===== config.mk =====
export PLATFORM = sky130hd
export DESIGN_NAME = flicker_lamp_intensity_generator
export DESIGN_NICKNAME = d
export VERILOG_FILES = /design/src/flg_pkg.sv /design/src/flg_regs.sv /design/src/flg_ctrl.sv /design/src/flg_dp.sv /design/src/flicker_lamp_intensity_generator.sv
export SDC_FILE = /design/constraint.sdc
export NUM_CORES = 1
export LEC_CHECK = 0
export BUFFER_PORTS_ARGS = -buffer_cell sky130_fd_sc_hd__buf_4
export CORE_AREA = 2 2 200 202
export CTS_CLUSTER_DIAMETER = 30
export CTS_CLUSTER_SIZE = 40
export DETAILED_ROUTE_END_ITERATION = 12
export DIE_AREA = 0 0 202 204
export PLACE_DENSITY_LB_ADDON = 0.15
export SLEW_MARGIN = 20
export SYNTH_ARGS = -nofsm -noshare
export SYNTH_HDL_FRONTEND = slang
export SYNTH_SLANG_ARGS = --single-unit

===== constraint.sdc =====
create_clock -name clk -period 12.04 [get_ports clk]
set_clock_uncertainty 0.05 [all_clocks]
set_input_delay 1.806 -clock clk [delete_from_list [all_inputs] [get_ports clk]]
set_output_delay 1.806 -clock clk [all_outputs]
set_load 0.02 [all_outputs]

===== src/flg_pkg.sv =====
// Shared constants, configuration and controller/datapath interface types.
`default_nettype none

package flg_pkg;

    // Phase length ranges in milliseconds.
    localparam int STABLE_MIN_MS  = 2000;
    localparam int STABLE_MAX_MS  = 8000;
    localparam int FLICKER_MIN_MS = 500;
    localparam int FLICKER_MAX_MS = 3000;
    localparam int MAX_PWM        = 255;
    localparam int SURGE_RANGE    = 100;

    // Spans of the duration draws; an empty range gives a span of zero.
    localparam logic [15:0] STABLE_MIN  = 16'(STABLE_MIN_MS);
    localparam logic [15:0] FLICKER_MIN = 16'(FLICKER_MIN_MS);
    localparam logic [15:0] STABLE_SPAN =
        (STABLE_MAX_MS > STABLE_MIN_MS) ? 16'(STABLE_MAX_MS - STABLE_MIN_MS) : 16'd0;
    localparam logic [15:0] FLICKER_SPAN =
        (FLICKER_MAX_MS > FLICKER_MIN_MS) ? 16'(FLICKER_MAX_MS - FLICKER_MIN_MS) : 16'd0;
    localparam logic [15:0] SURGE_SPAN = 16'(SURGE_RANGE);
    localparam logic [7:0]  PWM_MAX    = 8'(MAX_PWM);

    // Configuration port geometry.
    localparam int ADDR_W = 5;
    localparam int DATA_W = 32;

    // Register indexes.
    localparam logic [2:0] REG_STABLE_LEVEL   = 3'd0;
    localparam logic [2:0] REG_STABLE_VAR     = 3'd1;
    localparam logic [2:0] REG_FLICKER_LOW    = 3'd2;
    localparam logic [2:0] REG_FLICKER_HIGH   = 3'd3;
    localparam logic [2:0] REG_SURGE_CHANCE   = 3'd4;
    localparam logic [2:0] REG_SURGE_BOOST    = 3'd5;
    localparam logic [2:0] REG_REDRAW_IVAL    = 3'd6;
    localparam logic [2:0] REG_SMOOTH_ALPHA   = 3'd7;

    typedef struct packed {
        logic [7:0]  stable_level;
        logic [6:0]  stable_variation;
        logic [7:0]  flicker_low;
        logic [7:0]  flicker_high;
        logic [7:0]  surge_chance;
        logic [7:0]  surge_boost;
        logic [15:0] redraw_interval_ms;
        logic [8:0]  smoothing_alpha;
    } cfg_t;

    // One step strobe per datapath operation; at most one is high.
    typedef struct packed {
        logic load;
        logic phase;
        logic surge;
        logic boost;
        logic len;
        logic target;
        logic smooth;
        logic emit;
    } cmd_t;

    typedef struct packed {
        logic lamp_on;
    } sts_t;

endpackage

`default_nettype wire


===== src/flg_regs.sv =====
// Configuration register file behind the APB-style port.
`default_nettype none

module flg_regs (
    input  wire logic                       clk,
    input  wire logic                       rst_n,
    input  wire logic                       psel,
    input  wire logic                       penable,
    input  wire logic                       pwrite,
    input  wire logic [flg_pkg::ADDR_W-1:0] paddr,
    input  wire logic [flg_pkg::DATA_W-1:0] pwdata,
    output logic      [flg_pkg::DATA_W-1:0] prdata,
    output logic                            pready,
    output flg_pkg::cfg_t                   cfg
);
    import flg_pkg::*;

    cfg_t       cfg_reg;
    cfg_t       cfg_next;
    logic       wr_en;
    logic [2:0] idx;

    assign pready = 1'b1;
    assign wr_en  = psel & penable & pwrite;
    assign idx    = paddr[ADDR_W-1:2];
    assign cfg    = cfg_reg;

    // Write decode.
    always_comb
    begin
        cfg_next = cfg_reg;
        if (wr_en)
        begin
            unique case (idx)
                REG_STABLE_LEVEL: cfg_next.stable_level       = pwdata[7:0];
                REG_STABLE_VAR:   cfg_next.stable_variation   = pwdata[6:0];
                REG_FLICKER_LOW:  cfg_next.flicker_low        = pwdata[7:0];
                REG_FLICKER_HIGH: cfg_next.flicker_high       = pwdata[7:0];
                REG_SURGE_CHANCE: cfg_next.surge_chance       = pwdata[7:0];
                REG_SURGE_BOOST:  cfg_next.surge_boost        = pwdata[7:0];
                REG_REDRAW_IVAL:  cfg_next.redraw_interval_ms = pwdata[15:0];
                REG_SMOOTH_ALPHA: cfg_next.smoothing_alpha    = pwdata[8:0];
                default:          cfg_next = cfg_reg;
            endcase
        end
    end

    always_ff @(posedge clk or negedge rst_n)
    begin
        if (!rst_n)
        begin
            cfg_reg.stable_level       <= 8'd200;
            cfg_reg.stable_variation   <= 7'd5;
            cfg_reg.flicker_low        <= 8'd80;
            cfg_reg.flicker_high       <= 8'd200;
            cfg_reg.surge_chance       <= 8'd5;
            cfg_reg.surge_boost        <= 8'd60;
            cfg_reg.redraw_interval_ms <= 16'd100;
            cfg_reg.smoothing_alpha    <= 9'd64;
        end
        else
        begin
            cfg_reg <= cfg_next;
        end
    end

    // Read decode.
    always_comb
    begin
        unique case (idx)
            REG_STABLE_LEVEL: prdata = DATA_W'(cfg_reg.stable_level);
            REG_STABLE_VAR:   prdata = DATA_W'(cfg_reg.stable_variation);
            REG_FLICKER_LOW:  prdata = DATA_W'(cfg_reg.flicker_low);
            REG_FLICKER_HIGH: prdata = DATA_W'(cfg_reg.flicker_high);
            REG_SURGE_CHANCE: prdata = DATA_W'(cfg_reg.surge_chance);
            REG_SURGE_BOOST:  prdata = DATA_W'(cfg_reg.surge_boost);
            REG_REDRAW_IVAL:  prdata = DATA_W'(cfg_reg.redraw_interval_ms);
            REG_SMOOTH_ALPHA: prdata = DATA_W'(cfg_reg.smoothing_alpha);
            default:          prdata = '0;
        endcase
    end

endmodule

`default_nettype wire


===== src/flg_ctrl.sv =====
// Frame sequencer: steps the datapath through one frame and owns the handshakes.
`default_nettype none

module flg_ctrl (
    input  wire logic          clk,
    input  wire logic          rst_n,
    input  wire logic          s_tvalid,
    output logic               s_tready,
    output logic               m_tvalid,
    input  wire logic          m_tready,
    input  wire flg_pkg::sts_t sts,
    output flg_pkg::cmd_t      cmd
);
    import flg_pkg::*;

    typedef enum logic [2:0] {
        ST_IDLE,
        ST_PHASE,
        ST_SURGE,
        ST_BOOST,
        ST_LEN,
        ST_TARGET,
        ST_SMOOTH,
        ST_EMIT
    } state_t;

    state_t state_reg;
    state_t state_next;
    logic   out_valid_reg;
    logic   out_valid_next;
    logic   slot_free;

    assign s_tready  = (state_reg == ST_IDLE);
    assign m_tvalid  = out_valid_reg;
    assign slot_free = !out_valid_reg || m_tready;

    // Step decode and next state.
    always_comb
    begin
        cmd            = '0;
        state_next     = state_reg;
        out_valid_next = out_valid_reg && !m_tready;
        unique case (state_reg)
            ST_IDLE:
            begin
                if (s_tvalid)
                begin
                    cmd.load   = 1'b1;
                    state_next = ST_PHASE;
                end
            end
            ST_PHASE:
            begin
                cmd.phase  = 1'b1;
                state_next = sts.lamp_on ? ST_SURGE : ST_EMIT;
            end
            ST_SURGE:
            begin
                cmd.surge  = 1'b1;
                state_next = ST_BOOST;
            end
            ST_BOOST:
            begin
                cmd.boost  = 1'b1;
                state_next = ST_LEN;
            end
            ST_LEN:
            begin
                cmd.len    = 1'b1;
                state_next = ST_TARGET;
            end
            ST_TARGET:
            begin
                cmd.target = 1'b1;
                state_next = ST_SMOOTH;
            end
            ST_SMOOTH:
            begin
                cmd.smooth = 1'b1;
                state_next = ST_EMIT;
            end
            ST_EMIT:
            begin
                if (slot_free)
                begin
                    cmd.emit       = 1'b1;
                    out_valid_next = 1'b1;
                    state_next     = ST_IDLE;
                end
            end
            default: state_next = ST_IDLE;
        endcase
    end

    always_ff @(posedge clk or negedge rst_n)
    begin
        if (!rst_n)
        begin
            state_reg     <= ST_IDLE;
            out_valid_reg <= 1'b0;
        end
        else
        begin
            state_reg     <= state_next;
            out_valid_reg <= out_valid_next;
        end
    end

endmodule

`default_nettype wire


===== src/flg_dp.sv =====
// Lamp state, shared 16x16 multiplier, target selection and Q8.8 smoother.
`default_nettype none

module flg_dp (
    input  wire logic          clk,
    input  wire logic          rst_n,
    input  wire flg_pkg::cfg_t cfg,
    input  wire flg_pkg::cmd_t cmd,
    output flg_pkg::sts_t      sts,
    input  wire logic          lamp_on,
    input  wire logic [7:0]    elapsed_ms,
    input  wire logic [15:0]   duration_draw,
    input  wire logic [15:0]   level_draw,
    input  wire logic [15:0]   surge_draw,
    input  wire logic [15:0]   boost_draw,
    output logic      [7:0]    brightness,
    output logic               in_flicker
);
    import flg_pkg::*;

    // Latched frame.
    logic        on_reg;
    logic [7:0]  el_reg;
    logic [15:0] dd_reg, ld_reg, sd_reg, bd_reg;

    // Lamp state.
    logic        was_on_reg;
    logic        flick_reg;
    logic [15:0] ph_el_reg;
    logic [15:0] ph_len_reg;
    logic [15:0] rd_el_reg;
    logic        rd_due_reg;
    logic [7:0]  target_reg;
    logic [15:0] smooth_reg;

    // Per-frame working registers.
    logic        newlen_reg;
    logic        redraw_reg;
    logic        surge_reg;
    logic [7:0]  boost_reg;
    logic [31:0] prod_reg;
    logic [24:0] acc_reg;
    logic [7:0]  bright_reg;
    logic        flick_out_reg;

    logic [15:0] mul_a, mul_b;
    logic        mul_en;
    logic [15:0] prod_hi;
    logic [16:0] ph_sum, rd_sum;
    logic [15:0] ph_sat, rd_sat;
    logic [8:0]  alpha;
    logic [8:0]  lvl_span;
    logic [10:0] stb_t;
    logic [7:0]  stb_target;
    logic [8:0]  flk_base;
    logic [9:0]  flk_surge;
    logic [7:0]  flk_target;
    logic [24:0] smooth_sum;

    assign sts.lamp_on = on_reg;
    assign prod_hi     = prod_reg[31:16];
    assign brightness  = bright_reg;
    assign in_flicker  = flick_out_reg;

    // Saturating elapsed-time counters.
    assign ph_sum = {1'b0, ph_el_reg} + {9'd0, el_reg};
    assign rd_sum = {1'b0, rd_el_reg} + {9'd0, el_reg};
    assign ph_sat = ph_sum[16] ? 16'hFFFF : ph_sum[15:0];
    assign rd_sat = rd_sum[16] ? 16'hFFFF : rd_sum[15:0];

    // Alpha above one is treated as one.
    assign alpha = (cfg.smoothing_alpha > 9'd256) ? 9'd256 : cfg.smoothing_alpha;

    // Level draw span for the current phase.
    always_comb
    begin
        if (!flick_reg)
            lvl_span = {1'b0, cfg.stable_variation, 1'b1};
        else if (cfg.flicker_high >= cfg.flicker_low)
            lvl_span = {1'b0, cfg.flicker_high} - {1'b0, cfg.flicker_low} + 9'd1;
        else
            lvl_span = 9'd0;
    end

    // Stable target: base minus variation plus scaled draw, clamped.
    assign stb_t = $signed({3'b000, cfg.stable_level}) - $signed({4'b0000, cfg.stable_variation})
                 + $signed({2'b00, prod_hi[8:0]});
    always_comb
    begin
        if (stb_t[10])
            stb_target = 8'd0;
        else if (stb_t[9:0] > {2'b00, PWM_MAX})
            stb_target = PWM_MAX;
        else
            stb_target = stb_t[7:0];
    end

    // Flicker target: band draw, with an optional capped surge.
    assign flk_base  = {1'b0, cfg.flicker_low} + prod_hi[8:0];
    assign flk_surge = {1'b0, flk_base} + {2'b00, boost_reg};
    always_comb
    begin
        if (!surge_reg)
            flk_target = flk_base[7:0];
        else if (flk_surge > {2'b00, PWM_MAX})
            flk_target = PWM_MAX;
        else
            flk_target = flk_surge[7:0];
    end

    // Shared multiplier operand selection.
    always_comb
    begin
        mul_a = '0;
        mul_b = '0;
        if (cmd.phase)
        begin
            mul_a = sd_reg;
            mul_b = SURGE_SPAN;
        end
        else if (cmd.surge)
        begin
            mul_a = bd_reg;
            mul_b = {8'd0, cfg.surge_boost};
        end
        else if (cmd.boost)
        begin
            mul_a = dd_reg;
            mul_b = flick_reg ? FLICKER_SPAN : STABLE_SPAN;
        end
        else if (cmd.len)
        begin
            mul_a = ld_reg;
            mul_b = {7'd0, lvl_span};
        end
        else if (cmd.target)
        begin
            mul_a = smooth_reg;
            mul_b = {7'd0, 9'd256 - alpha};
        end
        else if (cmd.smooth)
        begin
            mul_a = {target_reg, 8'd0};
            mul_b = {7'd0, alpha};
        end
    end

    // The product holds while the result waits for the output register.
    assign mul_en = cmd.phase | cmd.surge | cmd.boost | cmd.len | cmd.target | cmd.smooth;

    assign smooth_sum = acc_reg + prod_reg[24:0];

    // Frame latch, work registers and result register.
    always_ff @(posedge clk)
    begin
        if (mul_en)
            prod_reg <= mul_a * mul_b;
        if (cmd.load)
        begin
            on_reg <= lamp_on;
            el_reg <= elapsed_ms;
            dd_reg <= duration_draw;
            ld_reg <= level_draw;
            sd_reg <= surge_draw;
            bd_reg <= boost_draw;
        end
        if (cmd.surge)
        begin
            surge_reg  <= ({8'd0, prod_hi[7:0]} < {8'd0, cfg.surge_chance}) && (prod_hi[15:8] == 8'd0);
            redraw_reg <= rd_due_reg || (rd_el_reg >= cfg.redraw_interval_ms);
        end
        if (cmd.boost)
            boost_reg <= prod_hi[7:0];
        if (cmd.smooth)
            acc_reg <= prod_reg[24:0];
        if (cmd.emit)
        begin
            bright_reg    <= on_reg ? smooth_sum[23:16] : 8'd0;
            flick_out_reg <= on_reg & flick_reg;
        end
    end

    // Lamp state updates.
    always_ff @(posedge clk or negedge rst_n)
    begin
        if (!rst_n)
        begin
            was_on_reg <= 1'b0;
            flick_reg  <= 1'b0;
            ph_el_reg  <= '0;
            ph_len_reg <= '0;
            rd_el_reg  <= '0;
            rd_due_reg <= 1'b1;
            target_reg <= '0;
            smooth_reg <= '0;
            newlen_reg <= 1'b0;
        end
        else
        begin
            if (cmd.phase)
            begin
                if (!on_reg)
                begin
                    was_on_reg <= 1'b0;
                    newlen_reg <= 1'b0;
                end
                else if (!was_on_reg)
                begin
                    was_on_reg <= 1'b1;
                    flick_reg  <= 1'b0;
                    ph_el_reg  <= '0;
                    rd_el_reg  <= '0;
                    rd_due_reg <= 1'b1;
                    target_reg <= cfg.stable_level;
                    smooth_reg <= {cfg.stable_level, 8'd0};
                    newlen_reg <= 1'b1;
                end
                else
                begin
                    rd_el_reg <= rd_sat;
                    if (ph_sat >= ph_len_reg)
                    begin
                        flick_reg  <= ~flick_reg;
                        ph_el_reg  <= '0;
                        rd_due_reg <= 1'b1;
                        newlen_reg <= 1'b1;
                    end
                    else
                    begin
                        ph_el_reg  <= ph_sat;
                        newlen_reg <= 1'b0;
                    end
                end
            end
            if (cmd.len && newlen_reg)
                ph_len_reg <= (flick_reg ? FLICKER_MIN : STABLE_MIN) + prod_hi;
            if (cmd.target && redraw_reg)
            begin
                rd_el_reg  <= '0;
                rd_due_reg <= 1'b0;
                target_reg <= flick_reg ? flk_target : stb_target;
            end
            if (cmd.emit && on_reg)
                smooth_reg <= smooth_sum[23:8];
        end
    end

endmodule

`default_nettype wire


===== src/flicker_lamp_intensity_generator.sv =====
// Top level of the flickering lamp intensity generator.
`default_nettype none

// Each input beat is one refresh frame and yields exactly one output beat with the
// brightness and the flicker flag. A frame that keeps the lamp on passes from idle
// through the phase, surge, boost, length, target, smooth and emit steps, and its
// result is registered in emit: the sequencer shares one 16x16 multiplier across the
// surge, boost, phase-length and level draws and the two smoother products, one
// product per cycle. A frame with the lamp off goes from phase straight to emit. The
// last step waits, and the product is held, for as long as the previous result still
// sits untaken in the output register. The next frame is accepted as soon as the
// sequencer is back in idle, even while the previous result still waits there. The user
// writes configuration only while no frame is in progress; the block does not enforce it.
module flicker_lamp_intensity_generator (
    input  wire logic                       clk,
    input  wire logic                       rst_n,
    // Input frame.
    input  wire logic                       s_tvalid,
    output logic                            s_tready,
    // [0] lamp_on, [8:1] elapsed_ms, [24:9] duration_draw, [40:25] level_draw,
    // [56:41] surge_draw, [72:57] boost_draw, [79:73] zero
    input  wire logic [79:0]                s_tdata,
    // Output result.
    output logic                            m_tvalid,
    input  wire logic                       m_tready,
    // [7:0] brightness, [8] in_flicker, [15:9] zero
    output logic      [15:0]                m_tdata,
    // Configuration.
    input  wire logic                       psel,
    input  wire logic                       penable,
    input  wire logic                       pwrite,
    input  wire logic [flg_pkg::ADDR_W-1:0] paddr,
    input  wire logic [flg_pkg::DATA_W-1:0] pwdata,
    output logic      [flg_pkg::DATA_W-1:0] prdata,
    output logic                            pready
);
    import flg_pkg::*;

    cfg_t       cfg;
    cmd_t       cmd;
    sts_t       sts;
    logic [7:0] brightness;
    logic       in_flicker;

    flg_regs u_regs (
        .clk     (clk),
        .rst_n   (rst_n),
        .psel    (psel),
        .penable (penable),
        .pwrite  (pwrite),
        .paddr   (paddr),
        .pwdata  (pwdata),
        .prdata  (prdata),
        .pready  (pready),
        .cfg     (cfg)
    );

    flg_ctrl u_ctrl (
        .clk      (clk),
        .rst_n    (rst_n),
        .s_tvalid (s_tvalid),
        .s_tready (s_tready),
        .m_tvalid (m_tvalid),
        .m_tready (m_tready),
        .sts      (sts),
        .cmd      (cmd)
    );

    flg_dp u_dp (
        .clk           (clk),
        .rst_n         (rst_n),
        .cfg           (cfg),
        .cmd           (cmd),
        .sts           (sts),
        .lamp_on       (s_tdata[0]),
        .elapsed_ms    (s_tdata[8:1]),
        .duration_draw (s_tdata[24:9]),
        .level_draw    (s_tdata[40:25]),
        .surge_draw    (s_tdata[56:41]),
        .boost_draw    (s_tdata[72:57]),
        .brightness    (brightness),
        .in_flicker    (in_flicker)
    );

    assign m_tdata = {7'd0, in_flicker, brightness};

    // At most one datapath step is commanded per cycle.
    assert property (@(posedge clk) disable iff (!rst_n) $onehot0(cmd))
        else $error("more than one datapath step commanded");

    // The result register is written only when its previous beat is gone.
    assert property (@(posedge clk) disable iff (!rst_n) cmd.emit |-> (!m_tvalid || m_tready))
        else $error("result overwritten before it was taken");

    // A frame is still in progress after it is accepted, so no frame follows in the next cycle.
    assert property (@(posedge clk) disable iff (!rst_n) (s_tvalid && s_tready) |=> !s_tready)
        else $error("frame accepted while another is in progress");

endmodule

`default_nettype wire


==> metrics.md <==
| Metric | Value |
|---|---|
| Worst setup path category | reg2reg |
| DIE WIDTH | roughly 200 microns |
| Synth unique cells | 77 |
| First-pass GRT wire length | 104200 microns |
| Layout area overhead | 16.47% |
| Asr flop ratio synth | approximately half |
| Clock Pin Slew Worst Setup and Hold Paths | around 0.05 ns |
| Max-cap violations | 0 |
| Pin count of the biggest net entering global routing | 94 |
| Post-DP HPWL | around 50000 microns |
| Top-count cell post-synth | inv_1 |
| Vias per cell | slightly below 6 |
| Max reg flops | 72 |
| Die H | 204 microns |
| Multi-input logic area | between 0.01 and 0.015 sq mm |
| Antenna viol nets, final | 0 |
| Clock period minus worst slack | approximately 9.5 ns |
| Total Negative Setup Slacks | 0 ns |
| Fillers | between 2000 and 3000 |
| Post-cts resize count | 0 |
| Post-synthesis cell count | 2465 |
| Post-synth EDFFs | 147 |
| Met1 GRT Util | roughly two fifths |
| Seq. cell area | a little over 0.008 sq mm |
| Final core utilization | a little over 70% |
| WHS | slightly above 0.4 ns |
| CTS max path bufs | 3 |
| Fraction of layout cells with a size suffix above 1 | a little over an eighth |
| Synth top area cells | edfxtp_1 (18%), fa_1 (14%), dfrtp_1 (14%) |
| Die Area | just over 0.04 sq mm |
| DRC viols | 0 |
| HP Class | reg2reg |
| 1st-iter DRT viols | roughly 1400 |
| Yosys top cell area share | a little under a fifth |
| Critical path required time | approximately 12 ns |
| Total wire length | ~65000 microns |
| Yosys top cell by area | edfxtp_1 |
| Met3 Use GR | around 6% |
| Total GRT Usage | 32.49% |
| Achievable Freq | 105.4 MHz |
| TritonCTS clock tree | done |
| GPL Wtd Cong | 0.9320 |
| Number of synthesized register bits | roughly 300 |
| Routed length per instance | between 20 and 25 microns |
| CP arrival | 9.77 ns |
| CP Launch Type | flip-flop |
| # nets final | between 3000 and 4000 |
| # setup viols final | 0 |
| Clock latency on the worst-skew pair | ~0.6 ns |
| Synth warnings | 0 |
| Measured slew at the worst slew-check pin | approximately 1.1 ns |
| Predominant post-synthesis flop cell | edfxtp_1 |
| Synth Cell Area | around 0.024 sq mm |
| CTS Sinks | approximately 300 |
| Via count | ~19000 |
| IO Pins | around 180 |
| CTS Hold Bufs | 0 |
| CP Capture Type | flip-flop |
| Core ar. | approximately 0.039 sq mm |
| Worst slew margin | 26.70% |
| Antenna violations before repair | 1 |
| Seq/Total Area, Yosys | between 30% and 40% |
| Post-synth top cells | inv_1 (309), nor2_1 (242), ha_1 (235) |
| Crit path max fanout | 35 |
| Clock Tree Root | clkbuf_16 |
| # rows | 73 |
| Syn Area/Cell | roughly 9.7 sq um |
| Port Buf Inserts | ~130 |
| H-tree levels | 3 |
| Max-slew violation count | 0 |
| Final hold viol count | 0 |
| Grt ovf | 0 |
| RSZ-0062 raised after global routing | no |
| Crit share post-route | 78.80% |
| Starting density of the core | about 61% |
| Global route hottest layer | met2 |
| Pre-antenna DRT Iters | 6 |
| Met2 Use GR | between 50% and 60% |
| CTS Buf Count | 73 |
| Vias in the first global route | 19700 |
| Status | finished clean |
| Post-CTS Setup Repair Bufs | 0 |
[cells in the final DEF, fill, tap and decap left out, types with 7 or more instances in the layout]
cell type	count
inv_1	309
nor2_1	239
ha_1	235
nand2_1	213
fa_1	164
edfxtp_1	147
buf_4	146
a21oi_1	130
dfrtp_1	130
o21ai_0	106
clkbuf_16	75
xnor2_1	59
o21ai_1	51
a21o_1	49
mux2i_1	41
nor2b_1	37
mux2_2	36
nand2b_1	34
xor2_1	32
nand3_1	29
nor3_1	27
conb_1	24
and3_1	21
and2_1	21
dfstp_2	21
a31oi_1	20
o22ai_1	19
a22o_1	15
clkinvlp_4	15
o31ai_1	12
or2_1	12
a32oi_1	11
a211oi_1	11
clkbuf_1	10
clkinv_2	9
bufinv_16	9
o21a_1	8
o221ai_1	8
a221oi_1	7
nand4_1	7
[per-stage QoR]
stage	area [sq um]	instances	setup slack, ns
after floorplan	24100	2487	3.672
after global placement	25450	3068	2.764
after detailed placement	25450	3068	2.662
after CTS	27970	3203	2.630
after global routing	27970	3204	2.112
final	27970	3204	2.552
[routing by layer]
metal  share of wire [%]  up-vias
met5                   0        -
met4                 4.8        0
met3                 7.0      184
met2                  48      806
met1                  40     9153
li1                    -     8717
[logic make-up after synthesis]
kind of cell	share of synthesized area [%]
muxes	3.490
other	0.03127
DFF	34.33
buffers and inverters	6.762
adders and majority gates	25.95
AOI/OAI and AO/OA	13.74
xor gates and xnor gates	3.319
and+or+nand+nor	12.38
[cell type report]
class                      instances  share of cell area, %
inverter                         314                  4.214
sequential                       299                  29.48
multi-input combinational       1783                  50.98
tap                              525                  2.348
clock inverter                    45                  1.928
clock buffer                      90                  7.090
antenna                            1               0.008946
timing repair buffer             147                  3.959
[final timing paths]
check / start / endpoint / slack, ns / cells past startpoint
worst max-delay path: u_ctrl.state_reg[0]$_DFFE_PN0P_ / u_dp.prod_reg[27]$_DFFE_PP_ / 2.55 / 27
worst min-delay path: u_dp.prod_reg[4]$_DFFE_PP_ / u_dp.acc_reg[4]$_DFFE_PN_ / 0.40 / 0
worst max register to register: u_ctrl.state_reg[0]$_DFFE_PN0P_ / u_dp.prod_reg[27]$_DFFE_PP_ / 2.55 / 27
worst min register to register: u_dp.prod_reg[4]$_DFFE_PP_ / u_dp.acc_reg[4]$_DFFE_PN_ / 0.40 / 0
max in group asynchronous: rst_n / u_regs.cfg[63]$_DFFE_PN0P_ / 9.30 / 2
min in group asynchronous: rst_n / u_regs.cfg[4]$_DFFE_PN0P_ / 1.28 / 1
[critical path, cell delays in order (launching register included)]
cell and delay (ns):
dfrtp_2 0.79, buf_4 0.57, nor2b_1 0.29, a22oi_1 0.26, nor2_1 0.08, a22o_1 0.25, a32oi_1 0.40, nand2_1 0.47
nand2_1 0.24, fa_1 0.42, fa_1 0.54, fa_1 0.46, fa_1 0.50, inv_1 0.05, fa_1 0.54, inv_1 0.06
fa_1 0.54, inv_1 0.04, ha_1 0.35, and3_1 0.23, and2_4 0.17, a211oi_2 0.24, a31oi_1 0.29, o31a_1 0.42
a221o_1 0.43, a21o_1 0.20, a21o_1 0.18, xor2_1 0.13
Power is left out: the tool's default activity adds up to more than one toggle a clock period on the data nets, which glitch-free logic cannot reach.
